**src/hdl/vted_pkg.sv**
```systemverilog
// Package: shared types, codes and lookup functions for the VT escape input decoder.
`timescale 1ns / 1ps
package vted_pkg;

    localparam int VALUE_BITS_DEF = 16;

    typedef enum logic [1:0] {
        MODE_GROUND = 2'd0,
        MODE_ESC    = 2'd1,
        MODE_SS3    = 2'd2,
        MODE_CSI    = 2'd3
    } mode_t;

    localparam logic [2:0] EV_KEY        = 3'd0;
    localparam logic [2:0] EV_CHAR       = 3'd1;
    localparam logic [2:0] EV_MOUSE      = 3'd2;
    localparam logic [2:0] EV_PASTE_CHAR = 3'd3;
    localparam logic [2:0] EV_PASTE_END  = 3'd4;

    localparam logic [4:0] KEY_NONE  = 5'd0;
    localparam logic [4:0] KEY_ENTER = 5'd1;
    localparam logic [4:0] KEY_TAB   = 5'd2;
    localparam logic [4:0] KEY_BKSP  = 5'd3;
    localparam logic [4:0] KEY_ESC   = 5'd4;

    typedef struct packed {
        logic [2:0]  event_kind;
        logic [4:0]  key_id;
        logic [20:0] char_out;
        logic [2:0]  modifiers;
        logic [2:0]  mouse_button;
        logic [1:0]  mouse_action;
        logic [15:0] pos_x;
        logic [15:0] pos_y;
    } result_t;

    function automatic logic [4:0] letter_key(input logic [20:0] ch);
        logic [4:0] k;
        begin
            unique case (ch)
                21'h41:  k = 5'd5;
                21'h42:  k = 5'd6;
                21'h43:  k = 5'd7;
                21'h44:  k = 5'd8;
                21'h48:  k = 5'd9;
                21'h46:  k = 5'd10;
                21'h50:  k = 5'd15;
                21'h51:  k = 5'd16;
                21'h52:  k = 5'd17;
                21'h53:  k = 5'd18;
                default: k = KEY_NONE;
            endcase
            return k;
        end
    endfunction

    function automatic logic [4:0] tilde_key(input logic [4:0] p, input logic big);
        logic [4:0] k;
        begin
            if (big)
                k = KEY_NONE;
            else
            begin
                unique case (p)
                    5'd1, 5'd7: k = 5'd9;
                    5'd2:       k = 5'd11;
                    5'd3:       k = 5'd12;
                    5'd4, 5'd8: k = 5'd10;
                    5'd5:       k = 5'd13;
                    5'd6:       k = 5'd14;
                    5'd11:      k = 5'd15;
                    5'd12:      k = 5'd16;
                    5'd13:      k = 5'd17;
                    5'd14:      k = 5'd18;
                    5'd15:      k = 5'd19;
                    5'd17:      k = 5'd20;
                    5'd18:      k = 5'd21;
                    5'd19:      k = 5'd22;
                    5'd20:      k = 5'd23;
                    5'd21:      k = 5'd24;
                    5'd23:      k = 5'd25;
                    5'd24:      k = 5'd26;
                    default:    k = KEY_NONE;
                endcase
            end
            return k;
        end
    endfunction

endpackage

```
**src/hdl/vt_escape_input_decoder_core.sv**
```systemverilog
// Top level: VT/ANSI keyboard and mouse input decoder with stream ports.
// channel | dir | tdata (low bit up)                                       | tuser
// s_axis  | in  | code_point[20:0], base_modifiers[23:21]                    | cmd
// m_axis  | out | kind[2:0] key[7:3] char[28:8] mods[31:29] btn[34:32]
//         |     | act[36:35] x[52:37] y[68:53], zero pad to 72              | -
// One codepoint per cycle while the input is ready; each result is registered in the output stage.
// Parser state is registered from a combinational decode of the unregistered input.
// Reset clears parser state and output valids asynchronously.
// A stalled output holds two results; the input stalls only once both are full.
`timescale 1ns / 1ps
module vt_escape_input_decoder_core #(
    parameter int VALUE_BITS = vted_pkg::VALUE_BITS_DEF
) (
    input  logic        clk,
    input  logic        rst_n,
    input  logic        s_axis_tvalid,
    output logic        s_axis_tready,
    input  logic [23:0] s_axis_tdata,  // code_point, base_modifiers
    input  logic        s_axis_tuser,  // cmd
    output logic        m_axis_tvalid,
    input  logic        m_axis_tready,
    output logic [71:0] m_axis_tdata   // event_kind,key_id,char_out,modifiers,button,action,x,y
);
    logic step, res_valid;
    vted_pkg::result_t res, od;

    assign step = s_axis_tvalid && s_axis_tready;

    vted_decode #(.VALUE_BITS(VALUE_BITS)) u_dec (
        .clk(clk), .rst_n(rst_n), .step(step), .cmd(s_axis_tuser),
        .code_point(s_axis_tdata[20:0]), .base_modifiers(s_axis_tdata[23:21]),
        .res_valid(res_valid), .res(res)
    );

    vted_out_skid u_out (
        .clk(clk), .rst_n(rst_n), .in_valid(step && res_valid), .in_ready(s_axis_tready),
        .in_data(res), .out_valid(m_axis_tvalid), .out_ready(m_axis_tready), .out_data(od)
    );

    assign m_axis_tdata = {3'd0, od.pos_y, od.pos_x, od.mouse_action, od.mouse_button,
                           od.modifiers, od.char_out, od.key_id, od.event_kind};
endmodule

```
**src/hdl/vted_decode.sv**
```systemverilog
// Decoder: parser state registers and next-state/result logic for one codepoint per cycle, advancing only on step.
`timescale 1ns / 1ps
module vted_decode #(
    parameter int VALUE_BITS = vted_pkg::VALUE_BITS_DEF
) (
    input  logic               clk,
    input  logic               rst_n,
    input  logic               step,
    input  logic               cmd,
    input  logic [20:0]        code_point,
    input  logic [2:0]         base_modifiers,
    output logic               res_valid,
    output vted_pkg::result_t  res
);
    localparam logic [VALUE_BITS-1:0] VMAX = {VALUE_BITS{1'b1}};

    vted_pkg::mode_t mode_reg, mode_next;
    logic [2:0] escm_reg, escm_next;
    logic sgr_reg, sgr_next, paste_reg, paste_next;
    logic [1:0] fc_reg, fc_next;
    logic [VALUE_BITS-1:0] cur_reg, cur_next, s0_reg, s0_next, s1_reg, s1_next;
    logic [2:0] dc_reg, dc_next;

    logic [VALUE_BITS+3:0] mul;
    logic [VALUE_BITS-1:0] sat, ff, kmv, xv, yv, b;
    logic [2:0] km, mm;
    logic [4:0] k;
    logic is_digit;
    logic [20:0] ch, gch;
    logic [2:0] gmods;
    logic clr, tog;
    logic [1:0] bb;

    assign ch = code_point;
    assign is_digit = (ch >= 21'h30) && (ch <= 21'h39);
    assign mul = {4'd0, cur_reg} * (VALUE_BITS+4)'(10) + (VALUE_BITS+4)'(ch[3:0]);
    assign sat = (mul > {4'd0, VMAX}) ? VMAX : mul[VALUE_BITS-1:0];
    assign ff  = (fc_reg != 2'd0) ? s0_reg : cur_reg;
    assign kmv = (fc_reg == 2'd1) ? cur_reg : s1_reg;
    assign km  = (fc_reg == 2'd0 || kmv <= 1) ? 3'd0 : 3'(kmv - 1'b1);
    assign b   = s0_reg;
    assign xv  = (s1_reg != 0) ? s1_reg - 1'b1 : '0;
    assign yv  = (cur_reg != 0) ? cur_reg - 1'b1 : '0;
    assign mm  = 3'(b >> 2);
    assign bb  = b[1:0];
    assign gmods = (mode_reg == vted_pkg::MODE_ESC) ? (escm_reg | 3'b010) : base_modifiers;

    always_comb
    begin
        mode_next = mode_reg; escm_next = escm_reg; sgr_next = sgr_reg;
        paste_next = paste_reg; fc_next = fc_reg; cur_next = cur_reg;
        dc_next = dc_reg; s0_next = s0_reg; s1_next = s1_reg;
        res_valid = 1'b0; res = '0; clr = 1'b0; tog = 1'b0; k = vted_pkg::KEY_NONE;
        gch = '0;
        if (cmd)
        begin
            if (mode_reg == vted_pkg::MODE_ESC)
            begin
                tog = 1'b1; res_valid = 1'b1;
                res.event_kind = vted_pkg::EV_KEY; res.key_id = vted_pkg::KEY_ESC;
                res.modifiers = escm_reg;
            end
        end
        else if (paste_reg && mode_reg == vted_pkg::MODE_GROUND && ch != 21'h1B)
        begin
            res_valid = 1'b1; res.event_kind = vted_pkg::EV_PASTE_CHAR; res.char_out = ch;
        end
        else if (mode_reg == vted_pkg::MODE_ESC && ch == 21'h5B)
        begin
            mode_next = vted_pkg::MODE_CSI; clr = 1'b1;
        end
        else if (mode_reg == vted_pkg::MODE_ESC && ch == 21'h4F)
            mode_next = vted_pkg::MODE_SS3;
        else if (mode_reg == vted_pkg::MODE_GROUND || mode_reg == vted_pkg::MODE_ESC)
        begin
            mode_next = vted_pkg::MODE_GROUND;
            if (ch == 21'h1B)
            begin
                mode_next = vted_pkg::MODE_ESC; escm_next = gmods;
            end
            else
            begin
                res_valid = 1'b1; res.modifiers = gmods; res.event_kind = vted_pkg::EV_KEY;
                if (ch == 21'h0D || ch == 21'h0A) res.key_id = vted_pkg::KEY_ENTER;
                else if (ch == 21'h09) res.key_id = vted_pkg::KEY_TAB;
                else if (ch == 21'h08 || ch == 21'h7F) res.key_id = vted_pkg::KEY_BKSP;
                else
                begin
                    res.event_kind = vted_pkg::EV_CHAR;
                    if (ch < 21'h20)
                    begin
                        res.modifiers = gmods | 3'b100;
                        if (ch == 21'h00) gch = 21'h20;
                        else if (ch >= 21'h1C) gch = ch + 21'h40;
                        else gch = ch + 21'h60;
                        res.char_out = gch;
                    end
                    else res.char_out = ch;
                end
            end
        end
        else if (mode_reg == vted_pkg::MODE_SS3)
        begin
            mode_next = vted_pkg::MODE_GROUND;
            k = vted_pkg::letter_key(ch);
            res_valid = (k != vted_pkg::KEY_NONE);
            res.event_kind = vted_pkg::EV_KEY; res.key_id = k;
        end
        else
        begin
            if (sgr_reg && (ch == 21'h4D || ch == 21'h6D))
            begin
                tog = 1'b1;
                if (fc_reg >= 2'd2)
                begin
                    res_valid = 1'b1; res.event_kind = vted_pkg::EV_MOUSE;
                    res.modifiers = mm; res.mouse_action = 2'd3;
                    res.pos_x = 16'(xv); res.pos_y = 16'(yv);
                    if (b == 64) res.mouse_button = 3'd3;
                    else if (b == 65) res.mouse_button = 3'd4;
                    else
                    begin
                        res.mouse_button = (bb == 2'd1) ? 3'd1 : (bb == 2'd2) ? 3'd2 : 3'd0;
                        if (b[5]) res.mouse_action = 2'd2;
                        else if (ch == 21'h6D || bb == 2'd3) res.mouse_action = 2'd1;
                        else res.mouse_action = 2'd0;
                    end
                end
            end
            else if (!sgr_reg && ch == 21'h3C)
            begin
                sgr_next = 1'b1; clr = 1'b1;
            end
            else if (is_digit)
            begin
                if (fc_reg != 2'd3)
                begin
                    cur_next = sat;
                    if (dc_reg != 3'd7) dc_next = dc_reg + 3'd1;
                end
            end
            else if (ch == 21'h3B)
            begin
                if (fc_reg == 2'd2) fc_next = 2'd3;
                else if (fc_reg != 2'd3)
                begin
                    if (fc_reg == 2'd0) s0_next = cur_reg; else s1_next = cur_reg;
                    fc_next = fc_reg + 2'd1; cur_next = '0; dc_next = '0;
                end
            end
            else
            begin
                tog = 1'b1;
                if (!sgr_reg)
                begin
                    res.event_kind = vted_pkg::EV_KEY; res.modifiers = km;
                    if (ch == 21'h7E)
                    begin
                        if (fc_reg == 2'd0 && dc_reg == 3'd3 && cur_reg == 200)
                            paste_next = 1'b1;
                        else if (fc_reg == 2'd0 && dc_reg == 3'd3 && cur_reg == 201)
                        begin
                            paste_next = 1'b0; res_valid = 1'b1;
                            res.event_kind = vted_pkg::EV_PASTE_END; res.modifiers = '0;
                        end
                        else
                        begin
                            k = vted_pkg::tilde_key(ff[4:0], (ff >> 5) != 0);
                            res_valid = (k != vted_pkg::KEY_NONE); res.key_id = k;
                        end
                    end
                    else
                    begin
                        k = vted_pkg::letter_key(ch);
                        res_valid = (k != vted_pkg::KEY_NONE); res.key_id = k;
                    end
                end
            end
        end
        if (tog)
        begin
            mode_next = vted_pkg::MODE_GROUND; sgr_next = 1'b0; clr = 1'b1;
        end
        if (clr)
        begin
            fc_next = '0; cur_next = '0; dc_next = '0; s0_next = '0; s1_next = '0;
        end
    end

    always_ff @(posedge clk or negedge rst_n)
    begin
        if (!rst_n)
        begin
            mode_reg <= vted_pkg::MODE_GROUND; escm_reg <= '0; sgr_reg <= 1'b0;
            paste_reg <= 1'b0; fc_reg <= '0; cur_reg <= '0; dc_reg <= '0;
            s0_reg <= '0; s1_reg <= '0;
        end
        else if (step)
        begin
            mode_reg <= mode_next; escm_reg <= escm_next; sgr_reg <= sgr_next;
            paste_reg <= paste_next; fc_reg <= fc_next; cur_reg <= cur_next;
            dc_reg <= dc_next; s0_reg <= s0_next; s1_reg <= s1_next;
        end
    end
endmodule

```
**src/hdl/vted_out_skid.sv**
```systemverilog
// Output stage: result register with a skid entry so the input side waits on a stall only once the skid entry is full.
`timescale 1ns / 1ps
module vted_out_skid (
    input  logic              clk,
    input  logic              rst_n,
    input  logic              in_valid,
    output logic              in_ready,
    input  vted_pkg::result_t in_data,
    output logic              out_valid,
    input  logic              out_ready,
    output vted_pkg::result_t out_data
);
    logic main_v_reg, skid_v_reg;
    vted_pkg::result_t main_reg, skid_reg;

    assign in_ready  = !skid_v_reg;
    assign out_valid = main_v_reg;
    assign out_data  = main_reg;

    always_ff @(posedge clk or negedge rst_n)
    begin
        if (!rst_n)
        begin
            main_v_reg <= 1'b0; skid_v_reg <= 1'b0;
        end
        else
        begin
            if (!main_v_reg || out_ready)
            begin
                if (skid_v_reg)
                begin
                    main_v_reg <= 1'b1; skid_v_reg <= 1'b0;
                end
                else main_v_reg <= in_valid;
            end
            else if (in_valid && !skid_v_reg) skid_v_reg <= 1'b1;
        end
    end

    always_ff @(posedge clk)
    begin
        if (!main_v_reg || out_ready)
            main_reg <= skid_v_reg ? skid_reg : in_data;
        if (in_valid && !skid_v_reg) skid_reg <= in_data;
    end
endmodule

```
**config.mk**
```make
export PLATFORM = sky130hd
export DESIGN_NAME = vt_escape_input_decoder_core
export DESIGN_NICKNAME = d
export VERILOG_FILES = /design/src/hdl/vted_pkg.sv /design/src/hdl/vt_escape_input_decoder_core.sv /design/src/hdl/vted_decode.sv /design/src/hdl/vted_out_skid.sv
export SDC_FILE = /design/constraint.sdc
export NUM_CORES = 1
export LEC_CHECK = 0
export BUFFER_PORTS_ARGS = -buffer_cell sky130_fd_sc_hd__buf_2
export CAP_MARGIN = 20
export CORE_UTILIZATION = 35
export DETAILED_ROUTE_END_ITERATION = 8
export SKIP_CTS_REPAIR_TIMING = 1
export SLEW_MARGIN = 20
export SYNTH_ARGS = -nofsm -noshare
export SYNTH_HDL_FRONTEND = slang
export SYNTH_HIERARCHICAL = 1
export SYNTH_SLANG_ARGS = --single-unit
```
**constraint.sdc**
```tcl
create_clock -name clk -period 9.2 [get_ports clk]
set_clock_uncertainty 0.1 [all_clocks]
set_input_delay 0.92 -clock clk [delete_from_list [all_inputs] [get_ports clk]]
set_output_delay 0.92 -clock clk [all_outputs]
set_load 0.02 [all_outputs]
```
==> impl_results.md <==
- Period minus WS final: 5.21 ns
- Slew margin rel.: 0.364
- Worst Setup SP: u_dec/fc_reg[0]
- Setup slack, reg-to-reg: 3.99 ns
- Commonest non-fill, non-tap cell in the layout: edfxtp_1
- Worst slew pin tran: just over 0.9 ns
- Number of global-route vias before repair: 8,514
- Port Buffer Count: 99
- Top_reg_cell synth: edfxtp_1
- Routed WL per cell: about 18 um
- WL met2: 12.9 mm
- Total gr overflow: 0
- CTS tree: done
- Residual DRC: 0
- Fin crit share: 0.566
- Reg2Reg Launch Point: u_dec/fc_reg[0]
- Worst-Skew Late Latency: 0.44 ns
- Root buf cell: clkbuf_16
- Hold Crit Class: register to register
- Crit-path max cell delay: 0.86 ns
- Max Freq: 192 MHz
- Fillers: 3,273
- Top-area cell type share of the netlist area: 0.341
- Ys Warns: 6
- Crit path required time: just over 9 ns
- Post-Syn Instances: 1,065
- Max-slew violations: 0
- Setup TNS: 0 ns
- Syn avg cell area: 11.4 sq um
- CTS buffer count: 17
- DP Worst Slack: a little over 4 ns
- Leading area contributor after synthesis: edfxtp_1
- Antenna-violating nets left: 0
- Post-Route Utilization: 0.397
- Initial antenna violation count: 1
- Initial core utilization: 0.358
- MaxCap Viol Count: 0
- Worst-path clk slew: 0.07 ns
- Post-Syn Area: between 10,000 and 15,000 sq um
- Die area: 35,400 sq um
- Global-route wire length before repair: between 40 and 50 mm
- Post-synth cell types: 86
- Levels on crit path: 13
- Family with the most delay on the worst path: simple AND/OR/NAND/NOR gates
- Worst path slowest cell: mux2i_1
- Ports: 103
- Setup crit end: u_out/skid_reg[18]
- Crit path capture type: register
- WP buf/inv: 2
- Row cnt: 67
- Crit Path Max Fanout: 55
- Most frequent cells in the layout: edfxtp_1 (138), buf_2 (99), nor2_1 (91)
- PD cells: 159 nW/um^2
- Area contributors post-synth: edfxtp_1 (34%), dfrtp_1 (13%), mux2_4 (8.3%)
- H-tree Lvls: 4
- Post-Place Cell Area: 12,900 sq um
- Async SR Flop Fraction: 0.310
- N_diodes: 0
- CTS max path bufs: 2
- Area Growth Syn to Fin: 10.9%
- Wl on met1: roughly 13 mm
- Final HPWL DP: 20.5 mm
- Status: finished clean
- CTS Sinks: 200
- Largest net degree at the start of global routing: 72
- Crit start category: register
- Crit Path Class: register to register
- Met3 WL: 1.23 mm
- Fin. Hold Viols: 0
- Final WL: 28.0 mm
- Reg2Reg Depth: 13
- Post-synth EDFFs: 138
- Final WS setup: 3.99 ns
- # setup viols final: 0
- Final instance area: approximately 13,000 sq um
- Seq/Total Area, Yosys: 0.469
- Via count: 8,635
- Lkg Pwr: 5.69 nW
- RSZ-0062 raised after global routing: false
- Seq cells post-synth: 200
- Share of layout cells above drive strength 1: 0.216
- Core area: about 34,000 sq um
- Highest routed layer: met5
- Peak supply drop: approximately 0.12 mV
- Initial DRC Count: around 640
- Pre-antenna DRT Iters: 5
- WP data arrival: 5.18 ns
- RR Endpoint: u_out/skid_reg[18]
- Die width: 188 um
- Gpl congestion: 0.878
- Total GRT Usage: 0.162
- Via density: approximately 5.4
- Die H: 188 um
- Crit path cell chain: inv_1 > ha_1 > mux2i_1 > and2_1 > o21ai_0 > a311oi_1 > nor4_1 > nand3_1 > a31oi_1 > o221ai_1 > and3_1 > nor2b_4 > buf_4
- Final nets: 1,216
==> power by group <==
part | switching (mW) | internal (mW)
sequential | 0.0307 | 1.06
combinational | 0.206 | 0.113
clock | 0.345 | 0.386
==> layout make-up <==
class                   count  area, sq um  share of cell area
inverters                  30          113             0.00837
multi-input cells         776         5970               0.443
clock inverters            13          111             0.00827
flip-flops and latches    200         5700               0.423
repair buffers            104          533              0.0396
clock buffers              19          475              0.0353
well taps                 448          561              0.0416
==> cell usage after synthesis, drive strengths merged (5+ instances only) <==
| cell | number |
|---|---|
| and2 | 21 |
| a31oi | 5 |
| a21oi | 45 |
| o31ai | 8 |
| nor2 | 92 |
| o211ai | 10 |
| nand4 | 12 |
| a21o | 9 |
| or2 | 5 |
| or4 | 7 |
| xor2 | 17 |
| o21ai | 38 |
| and3 | 11 |
| a22o | 34 |
| nand3 | 27 |
| nand2b | 10 |
| nor2b | 13 |
| or3 | 15 |
| buf | 28 |
| nand3b | 5 |
| dfrtp | 62 |
| mux2 | 76 |
| a211oi | 11 |
| nor3 | 34 |
| clkbuf | 33 |
| ha | 56 |
| xnor2 | 31 |
| edfxtp | 138 |
| nand2 | 67 |
| a22oi | 13 |
| nor4 | 20 |
| inv | 29 |
| mux2i | 9 |
==> metrics by stage <==
| step | hold slack (ns) | power [mW] | instances |
|---|---|---|---|
| floorplan | 0.351 | 1.34 | 1067 |
| global placement | 0.375 | 1.42 | 1558 |
| detailed placement | 0.389 | 1.43 | 1558 |
| CTS | 0.406 | 2.16 | 1590 |
| global route | 0.418 | 2.23 | 1590 |
| finish | 0.403 | 2.14 | 1590 |
==> worst min-delay path by stage <==
stage,endpoint,slack (ns),start,depth (start not counted)
after floorplan,u_dec/escm_reg[1],0.35,u_dec/escm_reg[1],2
after global placement,u_dec/escm_reg[1],0.37,u_dec/escm_reg[1],2
after detailed placement,u_dec/escm_reg[1],0.39,u_dec/escm_reg[1],2
after CTS,u_dec/escm_reg[1],0.41,u_dec/escm_reg[1],2
after global routing,u_dec/dc_reg[1],0.42,u_dec/dc_reg[1],1
final,u_dec/dc_reg[0],0.40,u_dec/dc_reg[0],1
==> worst reg2reg max path: cells and delay by family, from the launching register on <==
kind | cells | cell delay (ns)
AND/OR/NAND/NOR | 5 | 1.15
adder cells (fa/ha/maj) | 1 | 0.66
AO/OA/AOI/OAI | 4 | 0.81
multiplexers | 1 | 0.86
buffers and inverters | 2 | 0.78
flip-flops | 1 | 0.41
==> routing by layer <==
layer  vias up  track usage
met1      4250        0.231
met5         -            0
li1       4126            -
met2       228        0.253
met4         2       0.0478
met3        29       0.0261
==> kinds of logic after synthesis <==
kind of cell             count (synthesis)  synth area share
buffers and inverters                   91            0.0431
XOR/XNOR                                48            0.0346
other                                    1          0.000309
AND/OR/NAND/NOR                        354             0.152
flip-flops                             200             0.469
adder cells (fa/ha/maj)                 58            0.0610
multiplexers                            86             0.101
AO/OA/AOI/OAI                          227             0.139
Power figures use the tool's default switching activity.
